--- src/design/adsr_pkg.sv ---
package adsr_pkg;

	// field and state widths
	localparam int DUR_W   = 22;
	localparam int SMP_W   = 16;
	localparam int LVL_W   = 16;
	localparam int TICK_W  = DUR_W + 1;
	localparam int CFG_ADDR_W = 3;

	// serial multiplier: multiplicand x one multiplier bit per cycle
	localparam int MUL_A_W   = (TICK_W > LVL_W) ? TICK_W : LVL_W;
	localparam int MUL_B_W   = LVL_W;
	localparam int PROD_W    = MUL_A_W + MUL_B_W;
	localparam int MUL_CNT_W = $clog2(MUL_B_W);

	// serial divider: one quotient bit per cycle
	localparam int QUO_W     = LVL_W;
	localparam int REM_W     = PROD_W - QUO_W;
	localparam int DIV_CNT_W = $clog2(QUO_W);

	localparam logic [LVL_W-1:0] FULL_SCALE = {LVL_W{1'b1}};

	typedef enum logic [CFG_ADDR_W-1:0] {
		REG_ATTACK  = 3'd0,
		REG_DECAY   = 3'd1,
		REG_SUSTAIN = 3'd2,
		REG_RELEASE = 3'd3,
		REG_VOLUME  = 3'd4
	} reg_idx_t;

	typedef enum logic [1:0] {
		MODE_SAMPLE  = 2'd0,
		MODE_TRIGGER = 2'd1,
		MODE_RELEASE = 2'd2
	} mode_t;

	typedef struct packed {
		logic busy;
		logic done;
	} unit_stat_t;

	// x / 65535 for x <= 65535*65535: x = q*65536 + lo = q*65535 + (q + lo)
	function automatic logic [LVL_W-1:0] div_full_scale(input logic [2*LVL_W-1:0] x);
		logic [LVL_W-1:0] q;
		logic [LVL_W:0]   r;
		q = x[2*LVL_W-1:LVL_W];
		r = {1'b0, x[LVL_W-1:0]} + {1'b0, q};
		div_full_scale = q + ((r >= {1'b0, FULL_SCALE}) ? LVL_W'(1) : LVL_W'(0));
	endfunction

endpackage

--- src/design/adsr_mul.sv ---
module adsr_mul (
	input  logic                          clk,
	input  logic                          arst_n,
	input  logic                          start,
	input  logic [adsr_pkg::MUL_A_W-1:0]  a,
	input  logic [adsr_pkg::MUL_B_W-1:0]  b,
	output adsr_pkg::unit_stat_t          stat,
	output logic [adsr_pkg::PROD_W-1:0]   product
);

	// {partial high word, remaining multiplier bits}
	logic [adsr_pkg::PROD_W-1:0]          p_q;
	logic [adsr_pkg::MUL_A_W-1:0]         a_q;
	logic [adsr_pkg::MUL_CNT_W-1:0]       cnt_q;
	logic                                 busy_q;
	logic                                 done_q;
	logic [adsr_pkg::MUL_A_W:0]           hi_c;

	always_comb begin
		hi_c = {1'b0, p_q[adsr_pkg::PROD_W-1:adsr_pkg::MUL_B_W]};
		if (p_q[0]) begin
			hi_c = hi_c + {1'b0, a_q};
		end
	end

	always_ff @(posedge clk or negedge arst_n) begin
		if (!arst_n) begin
			busy_q <= 1'b0;
			done_q <= 1'b0;
			cnt_q  <= '0;
		end else begin
			done_q <= 1'b0;
			if (start) begin
				busy_q <= 1'b1;
				cnt_q  <= adsr_pkg::MUL_CNT_W'(adsr_pkg::MUL_B_W - 1);
			end else if (busy_q) begin
				cnt_q <= cnt_q - 1'b1;
				if (cnt_q == '0) begin
					busy_q <= 1'b0;
					done_q <= 1'b1;
				end
			end
		end
	end

	always_ff @(posedge clk) begin
		if (start) begin
			a_q <= a;
			p_q <= {{adsr_pkg::MUL_A_W{1'b0}}, b};
		end else if (busy_q) begin
			p_q <= {hi_c, p_q[adsr_pkg::MUL_B_W-1:1]};
		end
	end

	assign stat.busy = busy_q;
	assign stat.done = done_q;
	assign product   = p_q;

endmodule

--- src/design/adsr_div.sv ---
module adsr_div (
	input  logic                          clk,
	input  logic                          arst_n,
	input  logic                          start,
	input  logic [adsr_pkg::PROD_W-1:0]   num,
	input  logic [adsr_pkg::DUR_W-1:0]    den,
	output adsr_pkg::unit_stat_t          stat,
	output logic [adsr_pkg::QUO_W-1:0]    quo
);

	// restoring division; caller guarantees num < den * 2^QUO_W and den != 0
	logic [adsr_pkg::REM_W-1:0]       r_q;
	logic [adsr_pkg::QUO_W-1:0]       n_q;
	logic [adsr_pkg::DUR_W-1:0]       den_q;
	logic [adsr_pkg::DIV_CNT_W-1:0]   cnt_q;
	logic                             busy_q;
	logic                             done_q;
	logic [adsr_pkg::REM_W:0]         t_c;
	logic [adsr_pkg::REM_W:0]         d_c;
	logic                             ge_c;
	logic [adsr_pkg::REM_W-1:0]       r_c;

	always_comb begin
		t_c  = {r_q, n_q[adsr_pkg::QUO_W-1]};
		d_c  = (adsr_pkg::REM_W + 1)'(den_q);
		ge_c = (t_c >= d_c);
		r_c  = ge_c ? adsr_pkg::REM_W'(t_c - d_c) : adsr_pkg::REM_W'(t_c);
	end

	always_ff @(posedge clk or negedge arst_n) begin
		if (!arst_n) begin
			busy_q <= 1'b0;
			done_q <= 1'b0;
			cnt_q  <= '0;
		end else begin
			done_q <= 1'b0;
			if (start) begin
				busy_q <= 1'b1;
				cnt_q  <= adsr_pkg::DIV_CNT_W'(adsr_pkg::QUO_W - 1);
			end else if (busy_q) begin
				cnt_q <= cnt_q - 1'b1;
				if (cnt_q == '0) begin
					busy_q <= 1'b0;
					done_q <= 1'b1;
				end
			end
		end
	end

	// numerator low bits shift out on top while quotient bits shift in below
	always_ff @(posedge clk) begin
		if (start) begin
			r_q   <= num[adsr_pkg::PROD_W-1:adsr_pkg::QUO_W];
			n_q   <= num[adsr_pkg::QUO_W-1:0];
			den_q <= den;
		end else if (busy_q) begin
			r_q <= r_c;
			n_q <= {n_q[adsr_pkg::QUO_W-2:0], ge_c};
		end
	end

	assign stat.busy = busy_q;
	assign stat.done = done_q;
	assign quo       = n_q;

endmodule

--- src/design/adsr_envelope_generator.sv ---
// sample transaction: the sequencer runs setup, numerator product (bit-serial multiplier),
// divide (bit-serial divider), scale and gain when the level needs a division (attack,
// decay, release ramps), else setup, scale and gain, then loads the output register when
// it is free and returns to idle for the next item; trigger and release never leave idle
// arst_n clears envelope phase (idle), tick count, sequencer and output valid at once;
// registers reset to attack/decay/release 0, sustain and volume 65535
module adsr_envelope_generator (
	input  logic                              clk,
	input  logic                              arst_n,
	input  logic                              cfg_we,
	input  logic [adsr_pkg::CFG_ADDR_W-1:0]   cfg_addr,
	input  logic [adsr_pkg::DUR_W-1:0]        cfg_wdata,
	input  logic                              s_axis_tvalid,
	output logic                              s_axis_tready,
	input  logic [adsr_pkg::SMP_W-1:0]        s_axis_tdata,  // [15:0] source_sample
	input  logic [1:0]                        s_axis_tuser,  // [1:0] mode
	output logic                              m_axis_tvalid,
	input  logic                              m_axis_tready,
	output logic [adsr_pkg::LVL_W-1:0]        m_axis_tdata   // [15:0] shaped_sample
);

	typedef enum logic [4:0] {
		PH_IDLE    = 5'b00001,
		PH_ATTACK  = 5'b00010,
		PH_DECAY   = 5'b00100,
		PH_SUSTAIN = 5'b01000,
		PH_RELEASE = 5'b10000
	} phase_t;

	typedef enum logic [6:0] {
		ST_IDLE  = 7'b0000001,
		ST_SETUP = 7'b0000010,
		ST_NUM   = 7'b0000100,
		ST_DIV   = 7'b0001000,
		ST_SCALE = 7'b0010000,
		ST_GAIN  = 7'b0100000,
		ST_OUT   = 7'b1000000
	} st_t;

	logic [adsr_pkg::DUR_W-1:0]   attack_q;
	logic [adsr_pkg::DUR_W-1:0]   decay_q;
	logic [adsr_pkg::LVL_W-1:0]   sustain_q;
	logic [adsr_pkg::DUR_W-1:0]   release_q;
	logic [adsr_pkg::LVL_W-1:0]   volume_q;

	phase_t                       phase_q;
	logic [adsr_pkg::TICK_W-1:0]  tick_q;
	st_t                          state_q;
	logic                         out_valid_q;
	logic [adsr_pkg::LVL_W-1:0]   out_data_q;

	// per-sample operands
	logic [adsr_pkg::LVL_W-1:0]   m_q;
	logic [adsr_pkg::TICK_W-1:0]  t_q;
	logic [adsr_pkg::DUR_W-1:0]   den_q;
	logic [adsr_pkg::LVL_W-1:0]   base_q;
	logic                         neg_q;
	logic                         div_q;
	logic [adsr_pkg::SMP_W-1:0]   sample_q;

	// envelope step decided at acceptance
	phase_t                       env_phase_c;
	logic [adsr_pkg::TICK_W-1:0]  env_tick_c;
	logic [adsr_pkg::LVL_W-1:0]   env_m_c;
	logic [adsr_pkg::DUR_W-1:0]   env_den_c;
	logic [adsr_pkg::LVL_W-1:0]   env_base_c;
	logic                         env_neg_c;
	logic                         env_div_c;
	logic [adsr_pkg::TICK_W-1:0]  tick_inc_c;

	logic                         in_acc_c;
	logic                         load_out_c;
	logic [adsr_pkg::LVL_W-1:0]   quo_c;
	logic [adsr_pkg::LVL_W-1:0]   level_c;

	logic                         mul_start_c;
	logic [adsr_pkg::MUL_A_W-1:0] mul_a_c;
	logic [adsr_pkg::MUL_B_W-1:0] mul_b_c;
	adsr_pkg::unit_stat_t         mul_stat;
	logic [adsr_pkg::PROD_W-1:0]  mul_prod;
	logic                         div_start_c;
	adsr_pkg::unit_stat_t         div_stat;
	logic [adsr_pkg::QUO_W-1:0]   div_quo;
	logic [adsr_pkg::LVL_W-1:0]   prod_scaled_c;

	assign s_axis_tready = (state_q == ST_IDLE);
	assign in_acc_c      = s_axis_tvalid && s_axis_tready;
	assign load_out_c    = (state_q == ST_OUT) && (!out_valid_q || m_axis_tready);
	assign tick_inc_c    = tick_q + 1'b1;
	assign prod_scaled_c = adsr_pkg::div_full_scale(mul_prod[2*adsr_pkg::LVL_W-1:0]);

	always_comb begin
		env_phase_c = phase_q;
		env_tick_c  = tick_inc_c;
		env_m_c     = adsr_pkg::FULL_SCALE;
		env_den_c   = attack_q;
		env_base_c  = '0;
		env_neg_c   = 1'b1;
		env_div_c   = 1'b0;
		unique case (phase_q)
			PH_ATTACK: begin
				if (tick_q > adsr_pkg::TICK_W'(attack_q)) begin
					// first decay tick: full level
					env_phase_c = PH_DECAY;
					env_tick_c  = adsr_pkg::TICK_W'(1);
					env_base_c  = adsr_pkg::FULL_SCALE;
				end else begin
					env_neg_c = 1'b0;
					env_div_c = (attack_q != '0);
				end
			end
			PH_DECAY: begin
				env_base_c = adsr_pkg::FULL_SCALE;
				if (tick_q > adsr_pkg::TICK_W'(decay_q)) begin
					env_phase_c = PH_SUSTAIN;
					env_tick_c  = adsr_pkg::TICK_W'(1);
					env_base_c  = sustain_q;
				end else begin
					env_m_c   = adsr_pkg::FULL_SCALE - sustain_q;
					env_den_c = decay_q;
					env_div_c = (decay_q != '0);
				end
			end
			PH_SUSTAIN: begin
				env_base_c = sustain_q;
			end
			PH_RELEASE: begin
				if (tick_q > adsr_pkg::TICK_W'(release_q)) begin
					env_phase_c = PH_IDLE;
					env_tick_c  = adsr_pkg::TICK_W'(1);
				end else begin
					env_base_c = sustain_q;
					env_m_c    = sustain_q;
					env_den_c  = release_q;
					env_div_c  = (release_q != '0);
				end
			end
			default: begin
				// idle: level zero, envelope untouched
				env_tick_c = tick_q;
			end
		endcase
	end

	assign quo_c   = div_q ? div_quo : '0;
	assign level_c = neg_q ? (base_q - quo_c) : quo_c;

	always_comb begin
		mul_start_c = 1'b0;
		mul_a_c     = adsr_pkg::MUL_A_W'(sample_q);
		mul_b_c     = level_c;
		div_start_c = 1'b0;
		unique case (state_q)
			ST_SETUP: begin
				mul_start_c = 1'b1;
				if (div_q) begin
					mul_a_c = adsr_pkg::MUL_A_W'(t_q);
					mul_b_c = m_q;
				end
			end
			ST_NUM: begin
				div_start_c = mul_stat.done;
			end
			ST_DIV: begin
				mul_start_c = div_stat.done;
			end
			ST_SCALE: begin
				mul_start_c = mul_stat.done;
				mul_a_c     = adsr_pkg::MUL_A_W'(prod_scaled_c);
				mul_b_c     = volume_q;
			end
			default: begin
			end
		endcase
	end

	adsr_mul u_mul (
		.clk     (clk),
		.arst_n  (arst_n),
		.start   (mul_start_c),
		.a       (mul_a_c),
		.b       (mul_b_c),
		.stat    (mul_stat),
		.product (mul_prod)
	);

	adsr_div u_div (
		.clk    (clk),
		.arst_n (arst_n),
		.start  (div_start_c),
		.num    (mul_prod),
		.den    (den_q),
		.stat   (div_stat),
		.quo    (div_quo)
	);

	always_ff @(posedge clk or negedge arst_n) begin
		if (!arst_n) begin
			attack_q  <= '0;
			decay_q   <= '0;
			sustain_q <= adsr_pkg::FULL_SCALE;
			release_q <= '0;
			volume_q  <= adsr_pkg::FULL_SCALE;
		end else if (cfg_we) begin
			unique case (cfg_addr)
				adsr_pkg::REG_ATTACK:  attack_q  <= cfg_wdata;
				adsr_pkg::REG_DECAY:   decay_q   <= cfg_wdata;
				adsr_pkg::REG_SUSTAIN: sustain_q <= cfg_wdata[adsr_pkg::LVL_W-1:0];
				adsr_pkg::REG_RELEASE: release_q <= cfg_wdata;
				adsr_pkg::REG_VOLUME:  volume_q  <= cfg_wdata[adsr_pkg::LVL_W-1:0];
				default: begin
				end
			endcase
		end
	end

	always_ff @(posedge clk or negedge arst_n) begin
		if (!arst_n) begin
			phase_q     <= PH_IDLE;
			tick_q      <= '0;
			state_q     <= ST_IDLE;
			out_valid_q <= 1'b0;
		end else begin
			if (load_out_c) begin
				out_valid_q <= 1'b1;
			end else if (m_axis_tready) begin
				out_valid_q <= 1'b0;
			end
			unique case (state_q)
				ST_IDLE: begin
					if (in_acc_c) begin
						unique case (s_axis_tuser)
							adsr_pkg::MODE_TRIGGER: begin
								phase_q <= PH_ATTACK;
								tick_q  <= '0;
							end
							adsr_pkg::MODE_RELEASE: begin
								if (phase_q == PH_ATTACK || phase_q == PH_DECAY ||
								    phase_q == PH_SUSTAIN) begin
									phase_q <= PH_RELEASE;
									tick_q  <= '0;
								end
							end
							adsr_pkg::MODE_SAMPLE: begin
								phase_q <= env_phase_c;
								tick_q  <= env_tick_c;
								state_q <= ST_SETUP;
							end
							default: begin
							end
						endcase
					end
				end
				ST_SETUP: begin
					state_q <= div_q ? ST_NUM : ST_SCALE;
				end
				ST_NUM: begin
					if (mul_stat.done) begin
						state_q <= ST_DIV;
					end
				end
				ST_DIV: begin
					if (div_stat.done) begin
						state_q <= ST_SCALE;
					end
				end
				ST_SCALE: begin
					if (mul_stat.done) begin
						state_q <= ST_GAIN;
					end
				end
				ST_GAIN: begin
					if (mul_stat.done) begin
						state_q <= ST_OUT;
					end
				end
				ST_OUT: begin
					if (load_out_c) begin
						state_q <= ST_IDLE;
					end
				end
				default: begin
					state_q <= ST_IDLE;
				end
			endcase
		end
	end

	always_ff @(posedge clk) begin
		if (in_acc_c) begin
			m_q      <= env_m_c;
			t_q      <= tick_q;
			den_q    <= env_den_c;
			base_q   <= env_base_c;
			neg_q    <= env_neg_c;
			div_q    <= env_div_c;
			sample_q <= s_axis_tdata;
		end
		if (load_out_c) begin
			out_data_q <= prod_scaled_c;
		end
	end

	assign m_axis_tvalid = out_valid_q;
	assign m_axis_tdata  = out_data_q;

`ifndef SYNTHESIS
	a_ready_units_free: assert property (@(posedge clk) disable iff (!arst_n)
		s_axis_tready |-> (!mul_stat.busy && !div_stat.busy))
		else $error("input ready while an arithmetic unit is busy");

	a_mul_done_state: assert property (@(posedge clk) disable iff (!arst_n)
		mul_stat.done |-> (state_q == ST_NUM || state_q == ST_SCALE || state_q == ST_GAIN))
		else $error("multiplier finished outside a multiply step");

	a_div_done_state: assert property (@(posedge clk) disable iff (!arst_n)
		div_stat.done |-> (state_q == ST_DIV))
		else $error("divider finished outside the divide step");

	a_out_no_overwrite: assert property (@(posedge clk) disable iff (!arst_n)
		(m_axis_tvalid && !m_axis_tready) |=> (m_axis_tvalid && $stable(m_axis_tdata)))
		else $error("pending result overwritten");
`endif

endmodule
--- config.mk ---
export PLATFORM = sky130hd
export DESIGN_NAME = adsr_envelope_generator
export DESIGN_NICKNAME = d
export VERILOG_FILES = /design/src/design/adsr_pkg.sv /design/src/design/adsr_mul.sv /design/src/design/adsr_div.sv /design/src/design/adsr_envelope_generator.sv
export SDC_FILE = /design/constraint.sdc
export NUM_CORES = 1
export LEC_CHECK = 0
export ABC_AREA = 1
export BUFFER_PORTS_ARGS = -buffer_cell sky130_fd_sc_hd__buf_2
export CAP_MARGIN = 20
export CORE_MARGIN = 5
export CORE_UTILIZATION = 51
export CTS_CLUSTER_SIZE = 10
export DETAILED_ROUTE_END_ITERATION = 12
export PLACE_DENSITY = 0.69
export SLEW_MARGIN = 20
export SYNTH_ARGS = -nofsm -noshare
export SYNTH_HDL_FRONTEND = slang
export SYNTH_SLANG_ARGS = --single-unit
--- constraint.sdc ---
create_clock -name clk -period 3.5 [get_ports clk]
set_input_delay 0.175 -clock clk [delete_from_list [all_inputs] [get_ports clk]]
set_output_delay 0.175 -clock clk [all_outputs]
set_load 0.05 [all_outputs]
==> reports/results.tsv <==
stage	metric	value	unit
outcome	status	finished, violations left	
outcome	failing checks	negative setup slack	
yosys	Net Count, Synth	2979	
placement	Detailed Place HPWL	50.7	mm
global_routing	GRT Residual Overflow	0	
floorplan	Die X	222	um
setup_path	reg-to-reg slack, setup	-100	ps
setup_path	most frequent CP cell	nand2_2	
clock_network	clock root cell	clkbuf_16	
setup_path	Crit-path slowest cell	edfxtp_1	
timing	period utilisation layout	103	%
pwr	combinational share of power	48.2	%
pwr	cell-internal power	12.8	mW
pwr	sequential share of power	31.6	%
setup_path	crit-path max FO	4	
setup_path	worst r2r dst	u_mul.a_q[14]	
clock_network	Clock Sinks	380	
global_routing	initial antenna violation count	1	
clock_network	htree depth	2	
min_path	Hold Path Depth	3	
yosys	register area share after synthesis	46.0	%
floorplan	Rows	77	
setup_path	startpoint types	flop	
yosys	Post-synth EDFFs	211	
timing	PnR worst setup slack	-96.7	ps
pwr	power per cell area	851	nW/um^2
timing	Fin Clk Skew	22.2	ps
pwr	Pwr Total	22.6	mW
yosys	Post-synth ARST share	38.4	%
pwr	maximum vdd ir drop	0.642	mV
timing	RSZ-0062 raised after global routing	yes	
global_routing	first-pass GRT wire length	106	mm
pwr	Net Switching	9.74	mW
finish	fin nets	3179	
clock_network	clock tree from TritonCTS	done	
timing	Fin. Hold Viols	0	
drt	DRT iter0 DRCs	1779	
finish	final core occ	60.0	%
drt	post-DR wirelength/cell	18.7	um
yosys	Post-Syn Area	22800	um^2
floorplan	die height	222	um
timing	Min Hold Slack	18.6	ps
finish	layout cell share with drive strength beyond 1	12.2	%
floorplan	core area	44200	um^2
floorplan	# IOs	66	
drt	Vias	20121	
clock_network	Clock Pin Slew Worst Setup and Hold Paths	60	ps
setup_path	crit end category	flop	
clock_network	CTS Buf Count	46	
placement	GPL Wtd Cong	0.989	
timing	fin. max-slew vios	0	
yosys	#FFs+latches synth	380	
global_routing	number of global-route vias before repair	19249	
pwr	Clk pwr share	20.1	%
drt	via/cell ratio	5.57	
drt	final WL	67.5	mm
setup_path	R2R depth	26	
placement	port bufs	65	
run	max-cap violations	0	
min_path	Hold Path End	release_q[10]	
finish	area grow syn2layout	16.2	%
drt	DR pass1 iterations	5	
yosys	Post-Synthesis Cells	2780	
timing	slew of the pin with the lowest slew margin	960	ps
setup_path	CP Data Required Time	3940	ps
yosys	YS warnings	0	
global_routing	largest net degree at the start of global routing	98	
floorplan	die area	49100	um^2
yosys	Avg Inst Size Synth	8.21	um^2
min_path	Hold WC Path Type	input pin to flop	
global_routing	Total GRT Usage	26.8	%
timing	# setup viols final	4	
setup_path	CP max stage delay	360	ps
timing	FMAX	278	MHz
clock_network	Max Root-Sink Buffers	3	
setup_path	RR Startpoint	u_mul.product[0]	
timing	Max transition margin	35.9	%
pwr	leak pwr	12.2	nW
yosys	top_reg_cell synth	edfxtp_1	
setup_path	WP data arrival	4040	ps
drt	drc violations	0	
yosys	Yosys cell types	58	
setup_path	Worst Setup Path Type	flop to flop	
drt	antenna-violating nets left	0	
timing	Tmin final	3600	ps
floorplan	Initial Util	51.6	%
clock_network	later-pin clock latency in the skew report	590	ps
pwr	Net Sw Frac	43.1	%
min_path	Hold Crit Start	cfg_wdata[10]	
## through the flow
step / setup slack [ps] / instance area, um^2 / setup TNS, ps / cells
floorplan: 63.5 / 22800 / 0 / 2780
global placement: -326 / 24300 / -1110 / 3465
detailed placement: -416 / 24400 / -1920 / 3466
CTS: -225 / 26300 / -979 / 3597
global route: -365 / 26500 / -3870 / 3609
finish: -96.7 / 26500 / -239 / 3610
## state kept, by name, summed over array words and instances, names as in the netlist, 22 cells and up
signal	cells
release_q	22
u_div.r_q	23
attack_q	22
tick_q	23
t_q	23
den_q	22
u_mul.a_q	23
u_div.den_q	22
u_mul.product	39
decay_q	22
## worst max path at each step
stage / startpoint / end / slack, ps / cells after the start
after global routing: u_mul.product[0] / u_mul.a_q[14] / -370 / 23
after global placement: u_mul.product[0] / u_mul.a_q[14] / -330 / 26
after detailed placement: u_mul.product[0] / u_mul.a_q[14] / -420 / 26
after CTS: u_mul.product[0] / u_mul.a_q[14] / -220 / 26
after floorplan: u_mul.product[16] / u_mul.a_q[14] / 60 / 26
final: u_mul.product[0] / u_mul.a_q[14] / -100 / 26
## timing repair
item                                   4_1_cts  5_1_grt
setup buffers                                9       10
setup endpoints to repair                   15       20
endpoints found under the hold margin      163        1
pin swaps                                   19       20
hold buffers                                38        1
gates resized for setup                     24       21
## area by class of cell
class	count	area, um^2
Fill cell	3908	17700
Timing Repair Buffer	222	1660
Inverter	371	1390
Clock inverter	7	115
Sequential cell	380	10500
Multi-Input combinational cell	1959	10800
Antenna cell	1	2.50
Clock buffer	78	1320
Tap cell	592	741
## logic make-up (layout without fill, tap and decap cells)
logic type	Yosys count	count (layout)	synth area share (%)
other cells	0	1	0
compound gates	550	550	13.4
flops	380	380	46.0
fa+ha+maj	151	151	8.41
xor+xnor	62	62	2.38
simple gates	1196	1196	22.3
buf+inv	441	678	7.50
## layer usage
layer	track usage, %	vias to the layer above	share of wire (%)
met5	0	-	0
met4	10.8	0	4.5
met3	4.57	169	6.9
met2	44.3	837	46
met1	35.4	9398	42
li1	-	9717	-
## Yosys cell counts, drive strengths merged, types with 15 or more instances
library cell / number / area share, %
nand2: 743 / 12
inv: 369 / 6.1
o21ai: 288 / 6.3
edfxtp: 211 / 28
nor2: 202 / 3.5
a21oi: 159 / 3.5
ha: 147 / 8.1
nand3: 138 / 3.3
dfrtp: 112 / 12
nand4: 49 / 1.5
xor2: 43 / 1.7
clkbuf: 41 / 0.68
dfstp: 34 / 3.9
nor3: 31 / 0.79
buf: 29 / 0.72
o22ai: 28 / 1.0
dfxtp: 23 / 2.0
xnor2: 19 / 0.73
nor4: 18 / 0.52
a21o: 15 / 0.49
## cells in the final DEF (no fill, tap or decap), types with 13 or more instances in the layout
| master | synthesis | final |
|---|---|---|
| nand2_1 | 739 | 732 |
| inv_1 | 354 | 352 |
| o21ai_0 | 267 | 266 |
| edfxtp_1 | 211 | 211 |
| nor2_1 | 193 | 185 |
| a21oi_1 | 158 | 155 |
| ha_1 | 147 | 140 |
| nand3_1 | 132 | 130 |
| dfrtp_1 | 112 | 112 |
| buf_4 | 3 | 112 |
| buf_2 | 23 | 64 |
| clkbuf_16 | 0 | 47 |
| nand4_1 | 46 | 46 |
| xor2_1 | 43 | 42 |
| dlygate4sd3_1 | 0 | 39 |
| dfstp_2 | 34 | 34 |
| clkbuf_1 | 40 | 28 |
| nor3_1 | 27 | 23 |
| dfxtp_1 | 23 | 23 |
| o21ai_1 | 21 | 22 |
| xnor2_1 | 19 | 19 |
| o22ai_1 | 18 | 18 |
| inv_2 | 15 | 17 |
| nor4_1 | 17 | 17 |
| a21o_1 | 15 | 15 |
| o211ai_1 | 13 | 13 |
## worst max-delay path: cells and delay by family, from the launching register on
family	cells	cell delay (ps)
buf+inv	2	110
simple gates	18	1720
xor+xnor	2	410
flops	1	360
fa+ha+maj	4	850
## power by group through the flow
stage | logic (mW) | clock network, mW | registers [mW]
finish | 10.9 | 4.55 | 7.14
global route | 12.1 | 4.83 | 7.25
CTS | 10.6 | 4.62 | 7.11
detailed placement | 10.3 | 0 | 7.18
global placement | 10.2 | 0 | 7.13
floorplan | 6.85 | 0 | 6.94
No activity file was read; power rests on OpenSTA's default activity.
